$ cat src/rtl/jst_pkg.sv
// ----------------------------------------------------------------------------
// jst_pkg
// Types and codes shared by the JSON stream tokenizer modules.
// ----------------------------------------------------------------------------
package jst_pkg;

  localparam int unsigned CntW   = 24;
  localparam int unsigned MaxEv  = 4;

  // event kinds
  localparam logic [3:0] EV_NONE     = 4'd0;
  localparam logic [3:0] EV_OBJ_OPEN = 4'd1;
  localparam logic [3:0] EV_ARR_OPEN = 4'd2;
  localparam logic [3:0] EV_CLOSE    = 4'd3;
  localparam logic [3:0] EV_KEY_BYTE = 4'd4;
  localparam logic [3:0] EV_KEY_END  = 4'd5;
  localparam logic [3:0] EV_STR_BYTE = 4'd6;
  localparam logic [3:0] EV_STR_END  = 4'd7;
  localparam logic [3:0] EV_NUM_BYTE = 4'd8;
  localparam logic [3:0] EV_NUM_END  = 4'd9;
  localparam logic [3:0] EV_TRUE     = 4'd10;
  localparam logic [3:0] EV_DOC_END  = 4'd13;
  localparam logic [3:0] EV_ERROR    = 4'd14;

  // error codes
  localparam logic [4:0] ER_COMMA_UNEXP = 5'd1;
  localparam logic [4:0] ER_COMMA_EXP   = 5'd2;
  localparam logic [4:0] ER_QUOTE       = 5'd3;
  localparam logic [4:0] ER_ESC_END     = 5'd4;
  localparam logic [4:0] ER_HEX         = 5'd5;
  localparam logic [4:0] ER_LOW_SURR    = 5'd6;
  localparam logic [4:0] ER_SURR_MISS   = 5'd7;
  localparam logic [4:0] ER_SURR_BAD    = 5'd8;
  localparam logic [4:0] ER_ESC         = 5'd9;
  localparam logic [4:0] ER_UTF8        = 5'd10;
  localparam logic [4:0] ER_INT_ZERO    = 5'd11;
  localparam logic [4:0] ER_NUM         = 5'd12;
  localparam logic [4:0] ER_FRAC        = 5'd13;
  localparam logic [4:0] ER_EXP         = 5'd14;
  localparam logic [4:0] ER_COLON       = 5'd15;
  localparam logic [4:0] ER_TOKEN       = 5'd16;
  localparam logic [4:0] ER_CLOSES      = 5'd17;
  localparam logic [4:0] ER_END         = 5'd18;
  localparam logic [4:0] ER_DEPTH       = 5'd19;

  typedef struct packed {
    logic [7:0] in_byte;
    logic       end_of_input;
  } in_t;

  typedef struct packed {
    logic [3:0]      event_kind;
    logic [7:0]      data_byte;
    logic [4:0]      nest_depth;
    logic [4:0]      error_code;
    logic [CntW-1:0] line_number;
    logic [CntW-1:0] column_number;
    logic            last_of_run;
  } out_t;

  typedef struct packed {
    logic [3:0] kind;
    logic [7:0] data;
    logic [4:0] depth;
    logic [4:0] err;
  } ev_t;

  // all events caused by one input item
  typedef struct packed {
    ev_t [MaxEv-1:0] ev;
    logic [2:0]      cnt;
    logic [CntW-1:0] line;
    logic [CntW-1:0] col;
  } bundle_t;

endpackage

$ cat src/rtl/jst_front.sv
// ----------------------------------------------------------------------------
// jst_front
// Parser: takes one byte per cycle while acc_i is high, keeps the nesting
// stack and builds the group of events that the byte causes.
// ----------------------------------------------------------------------------
module jst_front #(
  parameter int unsigned MAX_DEPTH = 16
) (
  input  logic             clk_i,
  input  logic             rst_ni,
  input  logic             acc_i,
  input  jst_pkg::in_t     in_i,
  output logic             push_o,
  output jst_pkg::bundle_t bundle_o
);
  import jst_pkg::*;

  localparam int unsigned LW = $clog2(MAX_DEPTH + 1);
  localparam int unsigned AW = (MAX_DEPTH > 1) ? $clog2(MAX_DEPTH) : 1;

  localparam logic [4:0] MD_VALUE       = 5'd0;
  localparam logic [4:0] MD_AFTER_COMMA = 5'd1;
  localparam logic [4:0] MD_COLON       = 5'd2;
  localparam logic [4:0] MD_AFTER_COLON = 5'd3;
  localparam logic [4:0] MD_STR         = 5'd4;
  localparam logic [4:0] MD_ESC         = 5'd5;
  localparam logic [4:0] MD_HEX         = 5'd6;
  localparam logic [4:0] MD_UTF8        = 5'd7;
  localparam logic [4:0] MD_PAIR_BS     = 5'd8;
  localparam logic [4:0] MD_PAIR_U      = 5'd9;
  localparam logic [4:0] MD_PAIR_HEX    = 5'd10;
  localparam logic [4:0] MD_NSIGN       = 5'd11;
  localparam logic [4:0] MD_NZERO       = 5'd12;
  localparam logic [4:0] MD_NINT        = 5'd13;
  localparam logic [4:0] MD_NFRAC0      = 5'd14;
  localparam logic [4:0] MD_NFRAC       = 5'd15;
  localparam logic [4:0] MD_NEXP0       = 5'd16;
  localparam logic [4:0] MD_NEXPS       = 5'd17;
  localparam logic [4:0] MD_NEXP        = 5'd18;
  localparam logic [4:0] MD_LIT         = 5'd19;
  localparam logic [4:0] MD_DONE        = 5'd20;

  localparam logic [1:0] FL_COMMA  = 2'b01;
  localparam logic [1:0] FL_OBJECT = 2'b10;

  function automatic ev_t ev_make(logic [3:0] k, logic [7:0] d, logic [LW-1:0] l,
                                  logic [4:0] e);
    ev_t r;
    r.kind  = k;
    r.data  = d;
    r.depth = 5'(l);
    r.err   = e;
    return r;
  endfunction

  function automatic logic [4:0] hex_val(logic [7:0] c);
    logic [4:0] r;
    if (c >= "0" && c <= "9") r = {1'b1, 4'(c - 8'h30)};
    else if (c >= "a" && c <= "f") r = {1'b1, 4'(c - 8'h57)};
    else if (c >= "A" && c <= "F") r = {1'b1, 4'(c - 8'h37)};
    else r = 5'd0;
    return r;
  endfunction

  function automatic logic [7:0] lit_char(logic [1:0] w, logic [2:0] i);
    logic [7:0] r;
    unique case ({w, i})
      {2'd0, 3'd0}: r = "t";
      {2'd0, 3'd1}: r = "r";
      {2'd0, 3'd2}: r = "u";
      {2'd0, 3'd3}: r = "e";
      {2'd1, 3'd0}: r = "f";
      {2'd1, 3'd1}: r = "a";
      {2'd1, 3'd2}: r = "l";
      {2'd1, 3'd3}: r = "s";
      {2'd1, 3'd4}: r = "e";
      {2'd2, 3'd0}: r = "n";
      {2'd2, 3'd1}: r = "u";
      {2'd2, 3'd2}: r = "l";
      {2'd2, 3'd3}: r = "l";
      default:      r = 8'h00;
    endcase
    return r;
  endfunction

  function automatic logic is_ws(logic [7:0] c);
    return c == 8'h20 || c == 8'h09 || c == 8'h0D || c == 8'h0A;
  endfunction

  function automatic logic is_dig(logic [7:0] c);
    return c >= "0" && c <= "9";
  endfunction

  logic [4:0]      md_q, md_d;
  logic [LW-1:0]   lv_q, lv_d;
  logic [1:0]      top_q, top_d;
  logic [1:0]      below_q;
  logic [15:0]     hex_q, hex_d;
  logic [2:0]      hcnt_q, hcnt_d;
  logic [9:0]      hs_q, hs_d;
  logic [1:0]      u8_q, u8_d;
  logic [4:0]      lit_q, lit_d;
  logic [4:0]      err_q, err_d;
  logic [CntW-1:0] line_q, line_d, col_q, col_d;
  logic            key_q, key_d;

  logic [1:0]      stack_mem [MAX_DEPTH];
  logic            push_lv;
  logic [1:0]      push_flags;
  logic [AW-1:0]   rd_addr;

  ev_t [MaxEv-1:0] ev;
  logic [2:0]      n;
  logic            do_val, do_start, do_vstart, do_endv, cp_en;
  logic [20:0]     cp;
  logic [7:0]      c;
  logic [4:0]      hv;
  logic [15:0]     acc_hex;
  logic [1:0]      lw;
  logic [2:0]      ln, wlen;
  logic            lit_ok;
  logic [3:0]      sk;

  assign c = in_i.in_byte;

  always_comb begin
    md_d = md_q; lv_d = lv_q; top_d = top_q; hex_d = hex_q; hcnt_d = hcnt_q;
    hs_d = hs_q; u8_d = u8_q; lit_d = lit_q; err_d = err_q; line_d = line_q;
    col_d = col_q; key_d = key_q;
    ev = '0; n = 3'd0; push_lv = 1'b0; push_flags = top_q;
    do_val = 1'b0; do_start = 1'b0; do_vstart = 1'b0; do_endv = 1'b0;
    cp_en = 1'b0; cp = '0;
    hv = hex_val(c);
    acc_hex = {hex_q[11:0], hv[3:0]};
    lw = lit_q[4:3];
    ln = lit_q[2:0];
    wlen = (lw == 2'd1) ? 3'd5 : 3'd4;
    lit_ok = (lw != 2'd3) && (ln == wlen);
    sk = key_q ? EV_KEY_BYTE : EV_STR_BYTE;

    if (acc_i && err_q == 5'd0 && md_q != MD_DONE) begin
      if (in_i.end_of_input) begin
        unique case (md_q)
          MD_VALUE: do_endv = 1'b1;
          MD_STR: begin
            err_d = ER_QUOTE; ev[n[1:0]] = ev_make(EV_ERROR, 8'h0, lv_d, err_d); n = n + 3'd1;
          end
          MD_ESC: begin
            err_d = ER_ESC_END; ev[n[1:0]] = ev_make(EV_ERROR, 8'h0, lv_d, err_d); n = n + 3'd1;
          end
          MD_HEX, MD_PAIR_HEX: begin
            err_d = ER_HEX; ev[n[1:0]] = ev_make(EV_ERROR, 8'h0, lv_d, err_d); n = n + 3'd1;
          end
          MD_UTF8: begin
            err_d = ER_UTF8; ev[n[1:0]] = ev_make(EV_ERROR, 8'h0, lv_d, err_d); n = n + 3'd1;
          end
          MD_PAIR_BS, MD_PAIR_U: begin
            err_d = ER_SURR_MISS; ev[n[1:0]] = ev_make(EV_ERROR, 8'h0, lv_d, err_d);
            n = n + 3'd1;
          end
          MD_NSIGN: begin
            err_d = ER_NUM; ev[n[1:0]] = ev_make(EV_ERROR, 8'h0, lv_d, err_d); n = n + 3'd1;
          end
          MD_NFRAC0: begin
            err_d = ER_FRAC; ev[n[1:0]] = ev_make(EV_ERROR, 8'h0, lv_d, err_d); n = n + 3'd1;
          end
          MD_NEXP0, MD_NEXPS: begin
            err_d = ER_EXP; ev[n[1:0]] = ev_make(EV_ERROR, 8'h0, lv_d, err_d); n = n + 3'd1;
          end
          MD_NZERO, MD_NINT, MD_NFRAC, MD_NEXP: begin
            ev[n[1:0]] = ev_make(EV_NUM_END, 8'h0, lv_d, err_d); n = n + 3'd1;
            md_d = MD_VALUE;
            do_endv = 1'b1;
          end
          MD_LIT: begin
            if (lit_ok) begin
              ev[n[1:0]] = ev_make(EV_TRUE + {2'b00, lw}, 8'h0, lv_d, err_d); n = n + 3'd1;
              md_d = MD_VALUE;
              do_endv = 1'b1;
            end else begin
              err_d = ER_TOKEN; ev[n[1:0]] = ev_make(EV_ERROR, 8'h0, lv_d, err_d);
              n = n + 3'd1;
            end
          end
          default: begin
            err_d = ER_END; ev[n[1:0]] = ev_make(EV_ERROR, 8'h0, lv_d, err_d); n = n + 3'd1;
          end
        endcase
      end else begin
        // position counters, multi-byte characters count at their lead byte
        if ((c >= 8'h20 && c < 8'h80) || c >= 8'hC0) begin
          if (col_q != '1) col_d = col_q + 1'b1;
        end else if (c == 8'h0A) begin
          if (line_q != '1) line_d = line_q + 1'b1;
          col_d = CntW'(1);
        end

        unique case (md_q)
          MD_VALUE: do_val = 1'b1;
          MD_AFTER_COMMA: do_start = !is_ws(c);
          MD_COLON: begin
            if (c == ":") md_d = MD_AFTER_COLON;
            else if (!is_ws(c)) begin
              err_d = ER_COLON; ev[n[1:0]] = ev_make(EV_ERROR, 8'h0, lv_d, err_d);
              n = n + 3'd1;
            end
          end
          MD_AFTER_COLON: do_vstart = !is_ws(c);
          MD_STR: begin
            if (c == 8'h22) begin
              ev[n[1:0]] = ev_make(key_q ? EV_KEY_END : EV_STR_END, 8'h0, lv_d, err_d);
              n = n + 3'd1;
              md_d = key_q ? MD_COLON : MD_VALUE;
            end else if (c == 8'h5C) begin
              md_d = MD_ESC;
            end else if (c >= 8'hF8 || (c >= 8'h80 && c < 8'hC0)) begin
              err_d = ER_UTF8; ev[n[1:0]] = ev_make(EV_ERROR, 8'h0, lv_d, err_d); n = n + 3'd1;
            end else begin
              ev[n[1:0]] = ev_make(sk, c, lv_d, err_d); n = n + 3'd1;
              if (c >= 8'hC0) begin
                u8_d = (c >= 8'hF0) ? 2'd3 : (c >= 8'hE0) ? 2'd2 : 2'd1;
                md_d = MD_UTF8;
              end
            end
          end
          MD_ESC: begin
            md_d = MD_STR;
            unique case (c)
              8'h22, 8'h5C, 8'h2F: begin
                ev[n[1:0]] = ev_make(sk, c, lv_d, err_d); n = n + 3'd1;
              end
              "b": begin ev[n[1:0]] = ev_make(sk, 8'h08, lv_d, err_d); n = n + 3'd1; end
              "f": begin ev[n[1:0]] = ev_make(sk, 8'h0C, lv_d, err_d); n = n + 3'd1; end
              "n": begin ev[n[1:0]] = ev_make(sk, 8'h0A, lv_d, err_d); n = n + 3'd1; end
              "r": begin ev[n[1:0]] = ev_make(sk, 8'h0D, lv_d, err_d); n = n + 3'd1; end
              "t": begin ev[n[1:0]] = ev_make(sk, 8'h09, lv_d, err_d); n = n + 3'd1; end
              "u": begin
                hex_d = '0; hcnt_d = '0; md_d = MD_HEX;
              end
              default: begin
                md_d = md_q;
                err_d = ER_ESC; ev[n[1:0]] = ev_make(EV_ERROR, 8'h0, lv_d, err_d);
                n = n + 3'd1;
              end
            endcase
          end
          MD_HEX, MD_PAIR_HEX: begin
            if (!hv[4]) begin
              err_d = ER_HEX; ev[n[1:0]] = ev_make(EV_ERROR, 8'h0, lv_d, err_d); n = n + 3'd1;
            end else begin
              hex_d = acc_hex;
              hcnt_d = hcnt_q + 3'd1;
              if (hcnt_q == 3'd3) begin
                hcnt_d = '0;
                if (md_q == MD_PAIR_HEX) begin
                  if (acc_hex < 16'hDC00 || acc_hex > 16'hDFFF) begin
                    err_d = ER_SURR_BAD; ev[n[1:0]] = ev_make(EV_ERROR, 8'h0, lv_d, err_d);
                    n = n + 3'd1;
                  end else begin
                    cp_en = 1'b1;
                    cp = {1'b0, hs_q, acc_hex[9:0]} + 21'h10000;
                    md_d = MD_STR;
                  end
                end else if (acc_hex >= 16'hDC00 && acc_hex <= 16'hDFFF) begin
                  err_d = ER_LOW_SURR; ev[n[1:0]] = ev_make(EV_ERROR, 8'h0, lv_d, err_d);
                  n = n + 3'd1;
                end else if (acc_hex >= 16'hD800 && acc_hex <= 16'hDBFF) begin
                  hs_d = acc_hex[9:0];
                  md_d = MD_PAIR_BS;
                end else begin
                  cp_en = 1'b1;
                  cp = {5'd0, acc_hex};
                  md_d = MD_STR;
                end
              end
            end
          end
          MD_UTF8: begin
            if (c < 8'h80 || c >= 8'hC0) begin
              err_d = ER_UTF8; ev[n[1:0]] = ev_make(EV_ERROR, 8'h0, lv_d, err_d); n = n + 3'd1;
            end else begin
              ev[n[1:0]] = ev_make(sk, c, lv_d, err_d); n = n + 3'd1;
              u8_d = u8_q - 2'd1;
              if (u8_q == 2'd1) md_d = MD_STR;
            end
          end
          MD_PAIR_BS: begin
            if (c == 8'h5C) md_d = MD_PAIR_U;
            else begin
              err_d = ER_SURR_MISS; ev[n[1:0]] = ev_make(EV_ERROR, 8'h0, lv_d, err_d);
              n = n + 3'd1;
            end
          end
          MD_PAIR_U: begin
            if (c == "u") begin
              hex_d = '0; hcnt_d = '0; md_d = MD_PAIR_HEX;
            end else begin
              err_d = ER_SURR_MISS; ev[n[1:0]] = ev_make(EV_ERROR, 8'h0, lv_d, err_d);
              n = n + 3'd1;
            end
          end
          MD_NSIGN, MD_NFRAC0, MD_NEXPS: begin
            if (is_dig(c)) begin
              ev[n[1:0]] = ev_make(EV_NUM_BYTE, c, lv_d, err_d); n = n + 3'd1;
              md_d = (md_q == MD_NFRAC0) ? MD_NFRAC : (md_q == MD_NEXPS) ? MD_NEXP :
                     (c == "0") ? MD_NZERO : MD_NINT;
            end else begin
              err_d = (md_q == MD_NSIGN) ? ER_NUM : (md_q == MD_NFRAC0) ? ER_FRAC : ER_EXP;
              ev[n[1:0]] = ev_make(EV_ERROR, 8'h0, lv_d, err_d); n = n + 3'd1;
            end
          end
          MD_NEXP0: begin
            if (c == "+" || c == "-" || is_dig(c)) begin
              ev[n[1:0]] = ev_make(EV_NUM_BYTE, c, lv_d, err_d); n = n + 3'd1;
              md_d = is_dig(c) ? MD_NEXP : MD_NEXPS;
            end else begin
              err_d = ER_EXP; ev[n[1:0]] = ev_make(EV_ERROR, 8'h0, lv_d, err_d); n = n + 3'd1;
            end
          end
          MD_NZERO, MD_NINT, MD_NFRAC, MD_NEXP: begin
            if (is_dig(c)) begin
              if (md_q == MD_NZERO) begin
                err_d = ER_INT_ZERO; ev[n[1:0]] = ev_make(EV_ERROR, 8'h0, lv_d, err_d);
                n = n + 3'd1;
              end else begin
                ev[n[1:0]] = ev_make(EV_NUM_BYTE, c, lv_d, err_d); n = n + 3'd1;
              end
            end else if (c == "." && (md_q == MD_NZERO || md_q == MD_NINT)) begin
              ev[n[1:0]] = ev_make(EV_NUM_BYTE, c, lv_d, err_d); n = n + 3'd1;
              md_d = MD_NFRAC0;
            end else if ((c == "e" || c == "E") && md_q != MD_NEXP) begin
              ev[n[1:0]] = ev_make(EV_NUM_BYTE, c, lv_d, err_d); n = n + 3'd1;
              md_d = MD_NEXP0;
            end else begin
              // number ends here, byte goes on as the token after the value
              ev[n[1:0]] = ev_make(EV_NUM_END, 8'h0, lv_d, err_d); n = n + 3'd1;
              md_d = MD_VALUE;
              do_val = 1'b1;
            end
          end
          MD_LIT: begin
            if (lw == 2'd3) begin
              err_d = ER_TOKEN; ev[n[1:0]] = ev_make(EV_ERROR, 8'h0, lv_d, err_d); n = n + 3'd1;
            end else if ((c >= "a" && c <= "z") || (c >= "A" && c <= "Z")) begin
              if (ln < wlen && c == lit_char(lw, ln)) lit_d = {lw, ln + 3'd1};
              else begin
                err_d = ER_TOKEN; ev[n[1:0]] = ev_make(EV_ERROR, 8'h0, lv_d, err_d);
                n = n + 3'd1;
              end
            end else if (lit_ok) begin
              ev[n[1:0]] = ev_make(EV_TRUE + {2'b00, lw}, 8'h0, lv_d, err_d); n = n + 3'd1;
              md_d = MD_VALUE;
              do_val = 1'b1;
            end else begin
              err_d = ER_TOKEN; ev[n[1:0]] = ev_make(EV_ERROR, 8'h0, lv_d, err_d); n = n + 3'd1;
            end
          end
          default: ;
        endcase

        // token after a value
        if (do_val && !is_ws(c)) begin
          if (c == (top_d[1] ? 8'h7D : 8'h5D)) begin
            if (lv_d == '0) begin
              err_d = ER_CLOSES; ev[n[1:0]] = ev_make(EV_ERROR, 8'h0, lv_d, err_d);
              n = n + 3'd1;
            end else begin
              lv_d = lv_d - 1'b1;
              top_d = below_q;
              ev[n[1:0]] = ev_make(EV_CLOSE, 8'h0, lv_d, err_d); n = n + 3'd1;
            end
          end else if (c == ",") begin
            if (!top_d[0]) begin
              err_d = ER_COMMA_UNEXP; ev[n[1:0]] = ev_make(EV_ERROR, 8'h0, lv_d, err_d);
              n = n + 3'd1;
            end else md_d = MD_AFTER_COMMA;
          end else if (top_d[0]) begin
            err_d = ER_COMMA_EXP; ev[n[1:0]] = ev_make(EV_ERROR, 8'h0, lv_d, err_d);
            n = n + 3'd1;
          end else do_start = 1'b1;
        end

        if (do_start) begin
          if (top_d[1]) begin
            if (c == 8'h22) begin
              key_d = 1'b1; md_d = MD_STR;
            end else begin
              err_d = ER_QUOTE; ev[n[1:0]] = ev_make(EV_ERROR, 8'h0, lv_d, err_d); n = n + 3'd1;
            end
          end else do_vstart = 1'b1;
        end

        if (do_vstart) begin
          top_d = top_d | FL_COMMA;
          if (c == "{" || c == "[") begin
            if (lv_d >= LW'(MAX_DEPTH)) begin
              err_d = ER_DEPTH; ev[n[1:0]] = ev_make(EV_ERROR, 8'h0, lv_d, err_d); n = n + 3'd1;
            end else begin
              push_lv = 1'b1;
              push_flags = top_d;
              lv_d = lv_d + 1'b1;
              top_d = (c == "{") ? FL_OBJECT : 2'b00;
              ev[n[1:0]] = ev_make((c == "{") ? EV_OBJ_OPEN : EV_ARR_OPEN, 8'h0, lv_d, err_d);
              n = n + 3'd1;
              md_d = MD_VALUE;
            end
          end else if (c == 8'h22) begin
            key_d = 1'b0; md_d = MD_STR;
          end else if (c == "-" || is_dig(c)) begin
            ev[n[1:0]] = ev_make(EV_NUM_BYTE, c, lv_d, err_d); n = n + 3'd1;
            md_d = (c == "-") ? MD_NSIGN : (c == "0") ? MD_NZERO : MD_NINT;
          end else if (c == "t" || c == "f" || c == "n") begin
            lit_d = {(c == "t") ? 2'd0 : (c == "f") ? 2'd1 : 2'd2, 3'd1};
            md_d = MD_LIT;
          end else begin
            err_d = ER_TOKEN; ev[n[1:0]] = ev_make(EV_ERROR, 8'h0, lv_d, err_d); n = n + 3'd1;
          end
        end

        // re-encode a decoded code point as utf-8
        if (cp_en) begin
          if (cp < 21'h80) begin
            ev[n[1:0]] = ev_make(sk, cp[7:0], lv_d, err_d); n = n + 3'd1;
          end else if (cp < 21'h800) begin
            ev[n[1:0]] = ev_make(sk, {3'b110, cp[10:6]}, lv_d, err_d); n = n + 3'd1;
            ev[n[1:0]] = ev_make(sk, {2'b10, cp[5:0]}, lv_d, err_d); n = n + 3'd1;
          end else if (cp < 21'h10000) begin
            ev[n[1:0]] = ev_make(sk, {4'b1110, cp[15:12]}, lv_d, err_d); n = n + 3'd1;
            ev[n[1:0]] = ev_make(sk, {2'b10, cp[11:6]}, lv_d, err_d); n = n + 3'd1;
            ev[n[1:0]] = ev_make(sk, {2'b10, cp[5:0]}, lv_d, err_d); n = n + 3'd1;
          end else begin
            ev[n[1:0]] = ev_make(sk, {5'b11110, cp[20:18]}, lv_d, err_d); n = n + 3'd1;
            ev[n[1:0]] = ev_make(sk, {2'b10, cp[17:12]}, lv_d, err_d); n = n + 3'd1;
            ev[n[1:0]] = ev_make(sk, {2'b10, cp[11:6]}, lv_d, err_d); n = n + 3'd1;
            ev[n[1:0]] = ev_make(sk, {2'b10, cp[5:0]}, lv_d, err_d); n = n + 3'd1;
          end
        end
      end

      if (do_endv) begin
        if (lv_d == '0) begin
          ev[n[1:0]] = ev_make(EV_DOC_END, 8'h0, lv_d, err_d); n = n + 3'd1;
          md_d = MD_DONE;
        end else begin
          err_d = ER_END; ev[n[1:0]] = ev_make(EV_ERROR, 8'h0, lv_d, err_d); n = n + 3'd1;
        end
      end
    end
  end

  assign push_o       = n != 3'd0;
  assign bundle_o.ev  = ev;
  assign bundle_o.cnt = n;
  assign bundle_o.line = line_d;
  assign bundle_o.col  = col_d;

  // flags of the levels below the top, top level kept in top_q
  assign rd_addr = AW'(lv_d - 1'b1);

  always_ff @(posedge clk_i) begin
    if (push_lv) stack_mem[lv_q[AW-1:0]] <= push_flags;
  end

  // prefetch of the level below the next top, bypassed on a push
  always_ff @(posedge clk_i) begin
    if (push_lv) below_q <= push_flags;
    else         below_q <= stack_mem[rd_addr];
  end

  always_ff @(posedge clk_i or negedge rst_ni) begin
    if (!rst_ni) begin
      md_q   <= MD_VALUE;
      lv_q   <= '0;
      top_q  <= '0;
      hex_q  <= '0;
      hcnt_q <= '0;
      hs_q   <= '0;
      u8_q   <= '0;
      lit_q  <= '0;
      err_q  <= '0;
      line_q <= '0;
      col_q  <= CntW'(1);
      key_q  <= 1'b0;
    end else begin
      md_q   <= md_d;
      lv_q   <= lv_d;
      top_q  <= top_d;
      hex_q  <= hex_d;
      hcnt_q <= hcnt_d;
      hs_q   <= hs_d;
      u8_q   <= u8_d;
      lit_q  <= lit_d;
      err_q  <= err_d;
      line_q <= line_d;
      col_q  <= col_d;
      key_q  <= key_d;
    end
  end

endmodule

$ cat src/rtl/jst_queue.sv
// ----------------------------------------------------------------------------
// jst_queue
// Two-entry queue of event groups between the parser and the output side.
// ----------------------------------------------------------------------------
module jst_queue (
  input  logic             clk_i,
  input  logic             rst_ni,
  input  logic             push_i,
  input  jst_pkg::bundle_t data_i,
  input  logic             pop_i,
  output logic             nonempty_o,
  output logic             full_o,
  output jst_pkg::bundle_t head_o
);
  import jst_pkg::*;

  bundle_t    slot_q [2];
  logic       wr_q, rd_q;
  logic [1:0] cnt_q;

  always_ff @(posedge clk_i) begin
    if (push_i) slot_q[wr_q] <= data_i;
  end

  always_ff @(posedge clk_i or negedge rst_ni) begin
    if (!rst_ni) begin
      wr_q  <= 1'b0;
      rd_q  <= 1'b0;
      cnt_q <= 2'd0;
    end else begin
      if (push_i) wr_q <= ~wr_q;
      if (pop_i)  rd_q <= ~rd_q;
      cnt_q <= cnt_q + {1'b0, push_i} - {1'b0, pop_i};
    end
  end

  assign nonempty_o = cnt_q != 2'd0;
  assign full_o     = cnt_q == 2'd2;
  assign head_o     = slot_q[rd_q];

endmodule

$ cat src/rtl/jst_back.sv
// ----------------------------------------------------------------------------
// jst_back
// Output side: walks through the events of the head group into the output
// register, one per cycle unless out_stall_i holds a valid output.
// ----------------------------------------------------------------------------
module jst_back (
  input  logic             clk_i,
  input  logic             rst_ni,
  input  logic             nonempty_i,
  input  jst_pkg::bundle_t head_i,
  output logic             pop_o,
  output logic             out_valid_o,
  input  logic             out_stall_i,
  output jst_pkg::out_t    out_data_o
);
  import jst_pkg::*;

  logic [1:0] idx_q;
  logic       ov_q;
  out_t       out_q;
  logic       load, last;
  ev_t        cur;

  assign cur  = head_i.ev[idx_q];
  assign last = ({1'b0, idx_q} + 3'd1) == head_i.cnt;
  assign load = nonempty_i && (!ov_q || !out_stall_i);
  assign pop_o = load && last;

  always_ff @(posedge clk_i) begin
    if (load) begin
      out_q.event_kind    <= cur.kind;
      out_q.data_byte     <= cur.data;
      out_q.nest_depth    <= cur.depth;
      out_q.error_code    <= cur.err;
      out_q.line_number   <= head_i.line;
      out_q.column_number <= head_i.col;
      out_q.last_of_run   <= last;
    end
  end

  always_ff @(posedge clk_i or negedge rst_ni) begin
    if (!rst_ni) begin
      idx_q <= 2'd0;
      ov_q  <= 1'b0;
    end else begin
      if (load) begin
        ov_q  <= 1'b1;
        idx_q <= last ? 2'd0 : idx_q + 2'd1;
      end else if (!out_stall_i) begin
        ov_q <= 1'b0;
      end
    end
  end

  assign out_valid_o = ov_q;
  assign out_data_o  = out_q;

endmodule

$ cat src/rtl/json_stream_tokenizer_core.sv
// ----------------------------------------------------------------------------
// json_stream_tokenizer_core
// Streaming JSON tokenizer and validator, one text byte per item.
// ----------------------------------------------------------------------------
// Input channel: in_data_i carries a text byte or the end-of-text mark; an
// item is taken on a rising edge with in_valid_i high and in_stall_o low.
// Output channel: token events, 0 to 4 per input item, the last one of an
// item flagged by last_of_run; taken when out_valid_o is high and out_stall_i
// is low.
// Flow: each item is parsed in the cycle it is taken and its event group is
// written into the queue; its events then pass from the queue head into the
// output register. The input side runs at one item per cycle while in_stall_o
// is low; the output register moves one event per cycle while not stalled.
// A two-entry event-group queue sits between parser and output register; when
// the receiver stalls the queue fills and in_stall_o rises.
// After the first error (event kind 14) or the document end, further items are
// taken and dropped without result.
// Reset clears the parser to expect a value at the top level, with line 0,
// column 1, and empties the queue and output register.
// ----------------------------------------------------------------------------
module json_stream_tokenizer_core #(
  parameter int unsigned MAX_DEPTH = 16
) (
  input  logic           clk_i,
  input  logic           rst_ni,
  input  logic           in_valid_i,
  output logic           in_stall_o,
  input  jst_pkg::in_t   in_data_i,
  output logic           out_valid_o,
  input  logic           out_stall_i,
  output jst_pkg::out_t  out_data_o
);
  import jst_pkg::*;

  logic    acc, push, pop, nonempty, full;
  bundle_t bundle, head;

  assign in_stall_o = full;
  assign acc        = in_valid_i && !full;

  jst_front #(
    .MAX_DEPTH(MAX_DEPTH)
  ) u_front (
    .clk_i    (clk_i),
    .rst_ni   (rst_ni),
    .acc_i    (acc),
    .in_i     (in_data_i),
    .push_o   (push),
    .bundle_o (bundle)
  );

  jst_queue u_queue (
    .clk_i      (clk_i),
    .rst_ni     (rst_ni),
    .push_i     (push),
    .data_i     (bundle),
    .pop_i      (pop),
    .nonempty_o (nonempty),
    .full_o     (full),
    .head_o     (head)
  );

  jst_back u_back (
    .clk_i       (clk_i),
    .rst_ni      (rst_ni),
    .nonempty_i  (nonempty),
    .head_i      (head),
    .pop_o       (pop),
    .out_valid_o (out_valid_o),
    .out_stall_i (out_stall_i),
    .out_data_o  (out_data_o)
  );

endmodule
$ cat config.mk
export PLATFORM = sky130hd
export DESIGN_NAME = json_stream_tokenizer_core
export DESIGN_NICKNAME = d
export VERILOG_FILES = /design/src/rtl/jst_pkg.sv /design/src/rtl/jst_front.sv /design/src/rtl/jst_queue.sv /design/src/rtl/jst_back.sv /design/src/rtl/json_stream_tokenizer_core.sv
export SDC_FILE = /design/constraint.sdc
export NUM_CORES = 1
export LEC_CHECK = 0
export ABC_AREA = 1
export ABC_CLOCK_PERIOD_IN_PS = 12000
export BUFFER_PORTS_ARGS = -buffer_cell sky130_fd_sc_hd__clkbuf_2
export CORE_MARGIN = 3
export CORE_UTILIZATION = 39
export DETAILED_ROUTE_END_ITERATION = 16
export SLEW_MARGIN = 40
export SYNTH_ARGS = -nofsm -noshare
export SYNTH_HDL_FRONTEND = slang
export SYNTH_SLANG_ARGS = --single-unit
$ cat constraint.sdc
create_clock -name clk_i -period 12 [get_ports clk_i]
set_input_delay 2.4 -clock clk_i [delete_from_list [all_inputs] [get_ports clk_i]]
set_output_delay 2.4 -clock clk_i [all_outputs]
set_load 0.02 [all_outputs]
-- Word level (Yosys, flattened, before mapping)
Memory sizes are Yosys's and may differ from the RTL's. A register that Yosys moved wholly into a read port is not among the register bits.
Cells that the tools add are included.
Widths: inputs -> output; s select.
- register bits after elaboration: 176
- output and inout port bits: 73
- logic and storage cells: 621
- memory bits (read-only): 224
- input bits: 13
- memories: 3
- memory bits (writable): 310
- memory list (memory ; depth ; bits a word ; read ports ; clocked after Yosys merged registers in ; wr ports ; RTL line ; RTL):
    u_queue.slot_q ; 2 ; 139 ; 1 ; 0 ; 1 ; jst_queue.sv:17 ; bundle_t slot_q [2];
    (no name shown) ; 32 ; 7 ; 1 ; 0 ; 0 ; jst_front.sv:67 ; unique case ({w, i})
    u_front.stack_mem ; 16 ; 2 ; 1 ; 1 ; 1 ; jst_front.sv:107 ; logic [1:0] stack_mem [MAX_DEPTH];
- muxes and demuxes: 380
- bitwise logic cells: 5
- add/subtract/negate cells: 25
- reduce and logical (&&, ||, !) cells: 72
- equality and inequality tests: 67
- $lt $le $gt $ge: 44
- operators by type and width (operator ; count):
    $mux 88 ; 28
    $bwmux 88 ; 21
    $mux 22 ; 31
    $mux 5 ; 112
    $pmux 22 s11 ; 2
    $demux 22 s2 ; 8
    $mux 24 ; 10
    $mux 21 ; 11
    $pmux 22 s7 ; 1
    $mux 66 ; 2
    $mux 3 ; 42
    $pmux 5 s11 ; 2
    $eq 8x7->1 const B ; 11
    $eq 8x6->1 const B ; 9
    $mux 2 ; 30
    $mux 1 ; 58
    $pmux 5 s10 ; 1
    $add 24x1->24 const B ; 2
    $ne 24x24->1 const B ; 2
    $bmux 22 s2 ; 1
    $eq 5x4->1 const B ; 8
    $ge 8x8->1 const B ; 5
    $mux 8 ; 5
    $mux 19 ; 2
    other kinds (70) ; 189

-- Depth between registers and ports, before layout
- depth after elaboration: 55
- depth in mapped cells: 46
- mapped depth without buffers: 44

-- Cells and area by module
From an unflattened synthesis, not the netlist that was laid out.
- cell total of the unflattened synthesis: 3840
- area total of the unflattened synthesis: 30666.9 um^2
- by module, submodules not included (module ; times used ; sequential area each (um^2) ; cells an instance ; area an instance (um^2)):
    jst_front ; 1 ; 3494.6 ; 2861 ; 16882.4
    jst_queue ; 1 ; 8448.1 ; 751 ; 10745.3
    jst_back ; 1 ; 2207.1 ; 226 ; 3029.2
    json_stream_tokenizer_core ; 1 ; 0.0 ; 2 ; 10.0

-- Least setup slack after synthesis
Ideal clock, no wire load.
- kind: input-to-reg
- start: input port in_data_i[1] in the netlist's numbering
- end: memory u_queue.slot_q[0][0] in the netlist's numbering, enable pin
- stages: 42
- data arrival time: 10.218 ns
- path slack: 1.289 ns
- required time: 11.508 ns
- buffers on the path: 1
- library setup time: 0.492 ns
- cells stage by stage: inv_1 ha_1 inv_1 nor2_1 nand2_2 nand3_2 inv_2 nand2_1 nand3_1 nor2_1 nand3_2 clkbuf_1 ha_1 nand2_1 a31oi_1 nand2_1 nand2_2 inv_2 [6 not listed] nand2_1 inv_1 ha_1 inv_1 nor2_1 a21oi_1 nor2_1 nor2_1 nand3_1 nand3_2 inv_1 ha_1 inv_1 nor3_1 clkinv_1 nand4_4 nand2_1 inv_1
- cells in the longest elaborated chain, start to end: 51
- elaborated cells on any way between the ends: 162
- classes of those cells: add/sub (12); order compare (17); eq/ne (20); mux (90); reduce/logical (23)
- ends and longest elaborated chain (item ; RTL line ; RTL):
    start, declared ; json_stream_tokenizer_core.sv:28 ; input jst_pkg::in_t in_data_i,
    $ge 8x7->1 or $le 8x7->1 (tied branches) ; jst_front.sv:60, jst_front.sv:344 ;
    $logic_and 1x1->1 ; jst_front.sv:60 ; else if (c >= "A" && c <= "F") r = {1'b1, 4'(c - 8'h37)};
    $mux 5 ; jst_front.sv:60 ;
    $mux 5 ; jst_front.sv:59 ; else if (c >= "a" && c <= "f") r = {1'b1, 4'(c - 8'h57)};
    $mux 5 ; jst_front.sv:58 ; if (c >= "0" && c <= "9") r = {1'b1, 4'(c - 8'h30)};
    $ge 16x16->1 (tied with other cells) ; jst_front.sv:264 ; end else if (acc_hex >= 16'hDC00 && acc_hex <= 16'hDFFF) begin
    $logic_and 1x1->1 or $logic_or 1x1->1 (tied branches) ; jst_front.sv:264, jst_front.sv:256 ;
    $mux 1 (on tied branches) ; jst_front.sv:264, jst_front.sv:256 ;
    [35 not listed] ; -- ;
    $mux 3 * ; jst_front.sv:142 ; if (in_i.end_of_input) begin
    $mux 3 * ; jst_front.sv:141 ; if (acc_i && err_q == 5'd0 && md_q != MD_DONE) begin
    $add 3x1->3 ; jst_front.sv:442, jst_front.sv:445 ;
    $mux 3 * ; jst_front.sv:440 ; if (do_endv) begin
    $mux 3 * ; jst_front.sv:141 ;
    $reduce_bool 3->1 * ; jst_front.sv:451 ; assign push_o = n != 3'd0;
    $mux 1 * ; jst_queue.sv:22 ; if (push_i) slot_q[wr_q] <= data_i;
    $mux 1 (implied by the code) * ; jst_queue.sv:22 ;
    end, declared ; jst_queue.sv:17 ;
Every way passes the cells marked *; elsewhere a longest branch is shown, timed or not. The select of a mux whose other input is x is not followed.

-- Worst setup path after layout
- start: input port in_data_i[6] in the netlist's numbering
- end: memory u_queue.slot_q[0][101] in the netlist's numbering, enable pin
Same word-level chain as after synthesis.

==> results.toml <==
[synth]
synth_most_common_cell = "nand2_1"
postSynthCellCount = 3916
synth_cell_type_count = 83
syn_area_per_cell_sq_um = 7.840
synth.area.top_cells = "edfxtp_1 37%, nand2_1 12%, dfrtp_1 8.5%"
synthFlopType = "edfxtp_1"
yosys.area.top_type = "edfxtp_1"
synth_area_sq_um = 30700
async_flop_share_pct = 21.43
synth-seq-cells = 490
synth_edf_count = 381
yosys.area.top_type_share_pct = 37.26
yosys_warnings = 0
seq_area_frac_synth_pct = 46.09
yosys-top-cells-count = "1,007 x nand2_1, 481 x nor2_1, 381 x edfxtp_1, 364 x o21ai_0, 324 x inv_1"

[sta]
slew_violations = 0
fin_crit_ps = 10410
relSlewSlack_pct = 36.14
finalSetupViolCount = 0
hold_viol_final = 0
rsz0062_at_grt = "false"
finalCritPeriodShare_pct = 86.73
finClkSkew_ps = 33.14
worstMarginPinSlew_ps = 950.5
fmax_ghz = 0.09608
finalSetupTns_ps = 0

[placed_design]
io_buffer_count = 85
dp_hpwl_mm = 78.44
place.gp.congestion = 1.025

[detailed_routing]
drt_iter0_drc = 3165
via_per_inst = 5.666
ant_nets = 0
drc = 0
drt-pass1-iter-count = 8
wl_per_cell_um = 21.63
wl_mm = 108.6
num_vias = 28451

[outcome]
status = "finished, final reports clean"

[job]
cap_violations = 0

[hold_path]
hold_path.startpoint = "u_front.hex_q[7]$_DFFE_PN0P_"
hp-class = "reg2reg"
min_path_cells = 2
min_to = "u_front.hex_q[7]$_DFFE_PN0P_"

[setup_path]
cpPeakStageDelay_ps = 650
reg2regPathDepth = 42
endpoint_kind = "flip-flop"
worstSetupPathType = "in2reg"
reg2reg_from = "u_front.md_q[0]$_DFFE_PN0P_"
cp_common_cell = "nand2_1"
r2r_slack_ps = 3210
cp_max_fo = 53
timing.rr.end = "u_queue.slot_q[0][101]$_DFFE_PP_"
startpoint_type = "input port"
cp.required_ps = 12280
startpoint = "in_data_i[6]"
crit_slowest_cell = "ha_1"
crit_arrival_ps = 10690

[clock_network]
cts-htree-levels = 2
clockRootBuffer = "clkbuf_16"
clock_latency_ps = 640
cts_setup_buffers = 0
clock_sinks = 490
cts.repair.resized = 0
ctsHoldBuffers = 0
cts_tree = "yes"
cts.clk_slew.worst_paths_ps = 60
cts_made_buffers = 55
cts_buffer_depth = 3

[power_and_ir_drop]
p_leak_nw = 14.14
power_density_nw_per_um2 = 140.4
p_int_mw = 3.301
swShare_pct = 30.94
irDropWorstVdd_v = 0.0001106
seqPwrFrac_pct = 43.1
p_switching_mw = 1.479
clock_power_share_pct = 37.3
comb_power_share_pct = 19.6

[floorplanning]
core_area_sq_um = 77720
die_h_um = 286.6
die_w_um = 286.6
initial_utilization_pct = 39.50
rows = 102
die_area_sq_um = 82130
pin_count = 86

[final_layout]
drive_above_1_share_pct = 10.50
antenna_cells = 0
final_core_util_pct = 43.80
fin_nets = 3997
nFillCells = 7829
synthToLayoutAreaGrowth_pct = 10.87

[grt]
grt_first_pass_wirelength_mm = 164.0
grt_max_degree = 101
grt_usage_pct = 25.75
grt_pass1_vias = 26387
antenna_found_initial = 2
grt-ovfl-total = 0
-- cells by family (layout without fill, tap and decap cells) --
kind of cell             Yosys count  after routing  synth area share (%)
multiplexers                       6              6                0.2160
flip-flops                       490            490                 46.09
adder cells (fa/ha/maj)           50             50                 2.038
XOR/XNOR                          43             43                 1.251
buffers and inverters            561            615                 7.319
AO/OA/AOI/OAI                    820            820                 15.42
other                              1             12               0.01221
AND/OR/NAND/NOR                 1945           1945                 27.66
-- through the flow --
stage	total power [mW]	setup WS (ps)	instances	hold WS (ps)	instance area, sq um
6_report	4.780	1593	5021	486.6	34040
5_1_grt	5.011	1019	5021	517.6	34040
3_3_place_gp	3.038	1287	4916	468.7	32030
4_1_cts	4.837	1739	5020	492.5	34020
2_1_floorplan	2.713	1289	3927	451.7	30740
3_5_place_dp	3.048	1106	4916	477.8	32050
-- how the worst max path moves through the flow --
| stage | cells past startpoint | endpoint |
|---|---|---|
| after floorplan | 42 | u_queue.slot_q[0][0]$_DFFE_PP_ |
| after global placement | 41 | u_queue.slot_q[0][79]$_DFFE_PP_ |
| after detailed placement | 41 | u_queue.slot_q[0][79]$_DFFE_PP_ |
| after CTS | 41 | u_queue.slot_q[1][56]$_DFFE_PP_ |
| after global routing | 42 | u_queue.slot_q[1][56]$_DFFE_PP_ |
| final | 41 | u_queue.slot_q[0][101]$_DFFE_PP_ |
-- metal layers --
layer  wire length [um]  vias to the layer above  track usage [%]
met3              10470                      271            5.012
met1              47990                    13386            37.29
met5                 22                        -                0
met2              45630                     1489            37.99
met4               4475                        4            9.711
li1                   -                    13301                -
-- critical path, delay by kind of cell --
| kind | cells | cell delay, ps |
|---|---|---|
| AND/OR/NAND/NOR | 23 | 3850 |
| buffers and inverters | 11 | 2500 |
| adder cells (fa/ha/maj) | 5 | 1690 |
| AO/OA/AOI/OAI | 2 | 200 |
-- final cells by class --
| cell class | count | area (sq um) | share of cell area, % |
|---|---|---|---|
| Multi-Input combinational cell | 2876 | 14360 | 42.19 |
| Sequential cell | 490 | 14150 | 41.58 |
| Clock buffer | 78 | 1573 | 4.620 |
| Inverter | 385 | 1469 | 4.315 |
| Tap cell | 1040 | 1301 | 3.823 |
| Timing Repair Buffer | 126 | 788.3 | 2.316 |
| Clock inverter | 26 | 394.1 | 1.158 |
-- sequential cells by signal (all words and copies together), names as in the netlist, named ones only --
register            cells
u_queue.slot_q        278
u_back.out_data_o      71
u_front.stack_mem      32
u_front.col_q          24
u_front.line_q         24
u_front.hex_q          12
u_front.hs_q           10
u_front.err_q           5
u_front.lit_q           5
u_front.lv_q            5
u_front.md_q            5
u_front.hcnt_q          3
u_back.idx_q            2
u_front.top_q           2
u_front.u8_q            2
u_queue.cnt_q           2
u_back.out_valid_o      1
u_front.key_q           1
u_queue.rd_q            1
u_queue.wr_q            1
-- power by group through the flow --
stage | combinational (mW) | sequential [mW] | clock (mW)
2_1_floorplan | 0.502 | 2.21 | 0
5_1_grt | 1.04 | 2.07 | 1.89
6_report | 0.937 | 2.06 | 1.78
3_5_place_dp | 0.950 | 2.10 | 0
3_3_place_gp | 0.942 | 2.10 | 0
4_1_cts | 0.952 | 2.06 | 1.82
-- placed cells by master (no fill, tap or decap), types with 24 or more instances in the layout --
cell type,count
nand2_1,1007
nor2_1,480
edfxtp_1,381
o21ai_0,364
inv_1,319
nand3_1,213
a21oi_1,172
dfrtp_1,102
clkbuf_2,84
nor3_1,61
clkbuf_16,55
a31oi_1,53
inv_2,52
ha_1,50
nand4_1,44
o21ai_1,39
o22ai_1,38
o211ai_1,37
nand2_2,35
buf_4,35
xor2_1,33
o31ai_1,24
Note: power is estimated with default switching activity, not from simulation.
